==> src/rtl/ssp_pkg.sv <==
`timescale 1ns / 1ps
package ssp_pkg;

  localparam int FIELD_BITS     = 32;
  localparam int CFG_DATA_BITS  = 64;
  localparam int CFG_INDEX_BITS = 4;
  localparam int PATTERN_BYTES  = 16;
  localparam int LENGTH_BITS    = 5;
  localparam int LIMIT_BITS     = 32;
  localparam int CMP_BITS       = 64;

  localparam logic [7:0] NEWLINE_BYTE = 8'h0A;

  typedef enum logic [CFG_INDEX_BITS-1:0] {
    REG_PATTERN_LOW    = 4'd0,
    REG_PATTERN_HIGH   = 4'd1,
    REG_PATTERN_LENGTH = 4'd2,
    REG_SEARCH_LIMIT   = 4'd3
  } cfg_reg_t;

  typedef struct packed {
    logic shift;
    logic clear;
  } cell_ctrl_t;

  typedef struct packed {
    logic                  match_found;
    logic                  first_match_res;
    logic [FIELD_BITS-1:0] start_offset;
    logic [FIELD_BITS-1:0] start_line;
    logic [FIELD_BITS-1:0] start_column;
    logic [FIELD_BITS-1:0] end_offset;
    logic                  end_of_document;
  } ssp_result_t;

endpackage

==> src/rtl/ssp_cell.sv <==
`timescale 1ns / 1ps
module ssp_cell import ssp_pkg::*; #(
  parameter int POS_BITS = 32
) (
  input  logic                clk,
  input  logic                rst_n,
  input  cell_ctrl_t          ctrl_i,
  input  logic                active_i,
  input  logic [7:0]          pat_byte_i,
  input  logic                hit_i,
  input  logic                valid_i,
  input  logic [7:0]          byte_i,
  input  logic [POS_BITS-1:0] line_i,
  input  logic [POS_BITS-1:0] column_i,
  output logic                hit_o,
  output logic                valid_o,
  output logic [7:0]          byte_o,
  output logic [POS_BITS-1:0] line_o,
  output logic [POS_BITS-1:0] column_o
);

  logic                valid_r;
  logic [7:0]          byte_r;
  logic [POS_BITS-1:0] line_r;
  logic [POS_BITS-1:0] column_r;

  // The comparison looks at the entry as it stands once the new byte has moved in.
  assign hit_o = hit_i & (~active_i | (valid_i & (byte_i == pat_byte_i)));

  always_ff @(posedge clk) begin
    if (!rst_n) begin
      valid_r <= 1'b0;
    end else if (ctrl_i.shift) begin
      valid_r <= valid_i & ~ctrl_i.clear;
    end
  end

  always_ff @(posedge clk) begin
    if (ctrl_i.shift) begin
      byte_r   <= byte_i;
      line_r   <= line_i;
      column_r <= column_i;
    end
  end

  assign valid_o  = valid_r;
  assign byte_o   = byte_r;
  assign line_o   = line_r;
  assign column_o = column_r;

endmodule

==> config.mk <==
export PLATFORM = sky130hd
export DESIGN_NAME = ssp_cell
export DESIGN_NICKNAME = d
export VERILOG_FILES = /design/src/rtl/ssp_pkg.sv /design/src/rtl/ssp_cell.sv
export SDC_FILE = /design/constraint.sdc
export NUM_CORES = 1
export LEC_CHECK = 0
export ABC_CLOCK_PERIOD_IN_PS = 800
export BUFFER_PORTS_ARGS = -buffer_cell sky130_fd_sc_hd__buf_4
export CAP_MARGIN = 40
export CORE_ASPECT_RATIO = 0.9
export CORE_MARGIN = 2
export CORE_UTILIZATION = 40
export DETAILED_ROUTE_END_ITERATION = 12
export HOLD_SLACK_MARGIN = 0.08
export PLACE_DENSITY = 0.78
export SLEW_MARGIN = 5
export SYNTH_ARGS = -nofsm -noshare
export SYNTH_HDL_FRONTEND = slang
export SYNTH_SLANG_ARGS = --single-unit
==> constraint.sdc <==
create_clock -name clk -period 0.8 [get_ports clk]
set_input_delay 0.04 -clock clk [delete_from_list [all_inputs] [get_ports clk]]
set_output_delay 0.04 -clock clk [all_outputs]
set_load 0.03 [all_outputs]
---- Word level (Yosys, flattened, before mapping) ----
Cells that the tools add are included.
cells by class
  bitwise gates (word level) .............. 6
  equal/unequal tests ..................... 1
operator list
  kind                 count
  equality test 8 bit  1
  AND 1 bit            3
  NOT 1 bit            2
  OR 1 bit             1
storage, ports and cells
  bits in registers ....................... 73
  output and inout port bits .............. 74
  logic and storage cells ................. 11

---- Depth between registers and ports, before layout ----
  depth after elaboration ................. 4
  gate-level depth with buffers ........... 3

---- Worst setup path after synthesis ----
Ideal clock, no wire load.
  path type ............................... flip-flop to flip-flop
  from .................................... register valid_o (netlist name)
  to ...................................... register valid_r, in the netlist valid_o
  clock period less this slack ............ 0.865 ns
  stages on the path, launching flop included .. 4
  arrival ................................. 0.807 ns
  data required time ...................... 0.741 ns
  setup slack ............................. -0.065 ns
  cell sequence ........................... dfxtp_1 inv_1 o22ai_1 and2_1
RTL lines
  what                    line            text
  end signal: assignment  ssp_cell.sv:34  valid_r <= valid_i & ~ctrl_i.clear;
  end: declaration        ssp_cell.sv:22  logic valid_r;

---- Worst setup path after layout ----
  from .................................... input port pat_byte_i[0]
  to ...................................... output port hit_o
on the way
  longest elaborated chain between the ends .. 4
ends and longest elaborated chain
  what                 line            text
  start: declaration   ssp_cell.sv:9   input logic [7:0] pat_byte_i,
  equality test 8 bit  ssp_cell.sv:28  assign hit_o = hit_i & (~active_i | (valid_i & (byte_i == pat_byte_i)));
  AND 1 bit            ssp_cell.sv:28
  OR 1 bit             ssp_cell.sv:28
  AND 1 bit            ssp_cell.sv:28
  end: declaration     ssp_cell.sv:15  output logic hit_o,
No other way between the ends.

==> run_summary.xml <==
<?xml version="1.0" encoding="UTF-8"?>
<metrics>
  <group name="outcome">
    <metric name="status" unit="">finished, violations left</metric>
    <metric name="failed_checks" unit="">setup timing</metric>
  </group>
  <group name="logic_synthesis">
    <metric name="synth.cell_area" unit="µm²">2310</metric>
    <metric name="synthesis.instances" unit="">90</metric>
    <metric name="post_synth.cell_area_avg" unit="µm²">25.6</metric>
    <metric name="synth-seq-cells" unit="">73</metric>
    <metric name="mappedNetlistNets" unit="">177</metric>
    <metric name="netlist_top_cells_area" unit="">edfxtp_1 (94%), xnor2_1 (3.0%), dfxtp_1 (0.87%), o32ai_2 (0.70%), nand3_1 (0.43%)</metric>
    <metric name="yosysUniqueCellTypes" unit="">10</metric>
    <metric name="synth_top_cell_by_area" unit="">edfxtp_1</metric>
    <metric name="ys.warnings.count" unit="">0</metric>
    <metric name="ys_seq_area_share" unit="%">94.5</metric>
    <metric name="synth_top_area_share" unit="%">93.7</metric>
  </group>
  <group name="placed_design">
    <metric name="portbufs" unit="">160</metric>
    <metric name="place_ws" unit="ns">-0.170</metric>
    <metric name="placed_area" unit="µm²">3680</metric>
    <metric name="gp_routability_congestion" unit="">0.776</metric>
  </group>
  <group name="cts">
    <metric name="clock_tree.root_cell" unit="">clkbuf_8</metric>
    <metric name="clk_latency" unit="ns">0.34</metric>
    <metric name="maximum_clock_path_buffer_count" unit="">2</metric>
    <metric name="path_clk_slew" unit="ns">0.08</metric>
    <metric name="cts.sink_count" unit="">73</metric>
    <metric name="number_of_buffers_inserted_during_clock_tree_synthesis" unit="">9</metric>
    <metric name="cts_hold_repair.buffers" unit="">75</metric>
    <metric name="cts.htree.levels" unit="">3</metric>
    <metric name="clock_tree_from_tritoncts" unit="">yes</metric>
    <metric name="postCtsSetupRepairBufs" unit="">0</metric>
  </group>
  <group name="critical_path">
    <metric name="r2r_start" unit="">valid_o</metric>
    <metric name="critPathCaptureType" unit="">output pin</metric>
    <metric name="critical_path.startpoint_type" unit="">primary input</metric>
    <metric name="critPathMaxFanout" unit="">1</metric>
    <metric name="worstSetupPathType" unit="">primary input to output pin</metric>
    <metric name="cp_data_arrival_time" unit="ns">1.08</metric>
    <metric name="critPathRequiredTime" unit="ns">0.76</metric>
    <metric name="critical_path_start" unit="">pat_byte_i[0]</metric>
  </group>
  <group name="sta">
    <metric name="transition_time_at_the_pin_with_the_least_slew_margin" unit="ns">0.258</metric>
    <metric name="final-max-slew-violation-count" unit="">0</metric>
    <metric name="finalWorstPathRequiredPeriod" unit="ns">1.12</metric>
    <metric name="clock-skew-final" unit="ns">0</metric>
    <metric name="setup-violations-final" unit="">74</metric>
    <metric name="finalHoldViolCount" unit="">0</metric>
    <metric name="setup_slack" unit="ns">-0.321</metric>
    <metric name="rsz0062_at_grt" unit="">yes</metric>
    <metric name="period_share" unit="%">140</metric>
    <metric name="maxSlewHeadroom" unit="%">82.7</metric>
    <metric name="maxClockFrequency" unit="MHz">892</metric>
  </group>
  <group name="layout">
    <metric name="leading_cell_types_in_the_layout_fill_and_taps_excluded" unit="">buf_4 (85), buf_6 (77), dlygate4sd3_1 (75), edfxtp_1 (72), clkbuf_8 (9)</metric>
    <metric name="final_common_cell" unit="">buf_4</metric>
    <metric name="design_area" unit="µm²">5060</metric>
    <metric name="area_growth" unit="%">119</metric>
    <metric name="final_layout_size_suffix_gt1_share" unit="%">55.4</metric>
    <metric name="fillerInstances" unit="">196</metric>
    <metric name="finalNetCount" unit="">428</metric>
  </group>
  <group name="floorplan">
    <metric name="design.die.area" unit="µm²">6400</metric>
    <metric name="boundaryPins" unit="">161</metric>
    <metric name="fp.coreArea" unit="µm²">5630</metric>
    <metric name="start_util" unit="%">41.0</metric>
    <metric name="die_x" unit="µm">84.1</metric>
    <metric name="die_h" unit="µm">76.1</metric>
    <metric name="row_count" unit="">26</metric>
  </group>
  <group name="pwr">
    <metric name="power.share.sequential" unit="%">43.8</metric>
    <metric name="irDropWorstVdd" unit="mV">1.55</metric>
    <metric name="total_switching_power" unit="W">0.00275</metric>
    <metric name="power_density_normalized_to_cell_area" unit="nW/µm²">2130</metric>
    <metric name="p_leak" unit="nW">2.13</metric>
    <metric name="cell_internal_pwr" unit="W">0.00805</metric>
    <metric name="clockPowerShare" unit="%">35.4</metric>
    <metric name="switching_share" unit="%">25.5</metric>
    <metric name="part_of_the_power_in_combinational_logic" unit="%">20.7</metric>
  </group>
  <group name="job">
    <metric name="drv_cap" unit="">0</metric>
  </group>
  <group name="grt">
    <metric name="grt_antenna_before_repair" unit="">2</metric>
    <metric name="grt_use_met2" unit="%">48.1</metric>
    <metric name="grt_first_pass_wirelength" unit="µm">13200</metric>
    <metric name="grt_pass1_vias" unit="">2263</metric>
    <metric name="globalRoute.busiestLayer" unit="">met2</metric>
    <metric name="grtUsageMet3" unit="%">13.3</metric>
    <metric name="grtUsageMet1" unit="%">32.4</metric>
    <metric name="maximum_number_of_pins_on_one_net_before_global_route_repair" unit="">25</metric>
    <metric name="overflow" unit="">0</metric>
    <metric name="grtUsageTotal" unit="%">29.1</metric>
  </group>
  <group name="detailed_routing">
    <metric name="first_iter_violations" unit="">153</metric>
    <metric name="dr_total_vias" unit="">2060</metric>
    <metric name="wl_per_cell" unit="µm">25.3</metric>
    <metric name="route.antenna.remaining_nets" unit="">0</metric>
    <metric name="drt_wl_total" unit="µm">10600</metric>
    <metric name="drc_errors" unit="">0</metric>
    <metric name="drt-pass1-iter-count" unit="">4</metric>
    <metric name="vias_per_cell" unit="">4.94</metric>
  </group>
  <group name="hold_path">
    <metric name="holdCritPathClass" unit="">primary input to flop</metric>
    <metric name="holdCritStartpoint" unit="">ctrl_i[1]</metric>
  </group>
</metrics>
==> cell families (layout without fill, tap and decap cells) <==
kind of cell	count (synthesis)	after routing	synth area share [%]
flip-flops	73	73	94.5
XOR/XNOR	8	8	3.04
AND/OR/NAND/NOR	5	5	1.14
AO/OA/AOI/OAI	2	2	0.976
buffers and inverters	2	257	0.325
other	0	2	0
==> stage by stage <==
step | setup TNS [ns] | power, W | hold WS [ns] | util, % | cells
CTS | -9.67 | 0.0105 | 0.0389 | 88.4 | 415
detailed placement | -0.170 | 0.00629 | 0.219 | 65.5 | 325
global route | -13.64 | 0.0111 | 0.0410 | 89.9 | 417
finish | -10.80 | 0.0108 | 0.0676 | 89.9 | 417
floorplan | 0 | 0.00538 | 0.139 | - | 90
global placement | -0.145 | 0.00626 | 0.218 | 65.5 | 325
==> cells in the mapped netlist <==
library cell,n
nand3_1,2
o22ai_1,1
inv_1,2
nand2_1,1
xnor2_1,8
o32ai_2,1
dfxtp_1,1
and2_1,1
nand4_1,1
edfxtp_1,72
==> layout make-up <==
type / count / area, µm² / share of cell area (%)
Inverter: 2 / 7.51 / 0.148
Tap cell: 70 / 87.6 / 1.73
Sequential cell: 73 / 2180 / 43.2
Timing Repair Buffer: 240 / 2320 / 45.8
Clock inverter: 6 / 131 / 2.60
Antenna cell: 2 / 5.00 / 0.0990
Clock buffer: 9 / 124 / 2.45
Multi-Input combinational cell: 15 / 203 / 4.01
==> state kept, by name, indices dropped and copies added, names as in the netlist <==
| register | flops |
|---|---|
| column_o | 32 |
| line_o | 32 |
| byte_o | 8 |
| valid_o | 1 |
==> critical path, cell delays in order <==
cell	delay (ns)
buf_4	0.12
xnor2_1	0.25
nand3_1	0.19
o32ai_4	0.31
buf_6	0.17
==> power by group through the flow <==
| stage | Clock [W] | Sequential (W) | Combinational [W] |
|---|---|---|---|
| global placement | 0 | 0.00468 | 0.00158 |
| CTS | 0.00375 | 0.00467 | 0.00207 |
| global route | 0.00403 | 0.00475 | 0.00230 |
| floorplan | 0 | 0.00532 | 0.0000630 |
| detailed placement | 0 | 0.00470 | 0.00159 |
| finish | 0.00383 | 0.00473 | 0.00224 |
==> routing by layer <==
layer	share of wire [%]	routed length, µm	up-vias
li1	-	-	858
met1	37	3960	1023
met2	49	5230	145
met3	8.8	932	34
met4	4.2	446	0
met5	0	0	-
==> path summary, 6_finish.rpt <==
path,slack [ns],end,cells after the start
setup / recovery,-0.32,hit_o,5
hold / removal,0.07,line_o[11],1
setup reg to reg,0.03,valid_o,3
hold reg to reg,0.64,valid_o,3
==> repair_timing <==
| action | CTS | global route |
|---|---|---|
| hold endpoints to repair | 77 | 4 |
| pin swaps | 3 | 7 |
| resized for setup | 75 | 13 |
| endpoints found under the setup margin | 74 | 75 |
No activity file was read; power rests on OpenSTA's default activity.
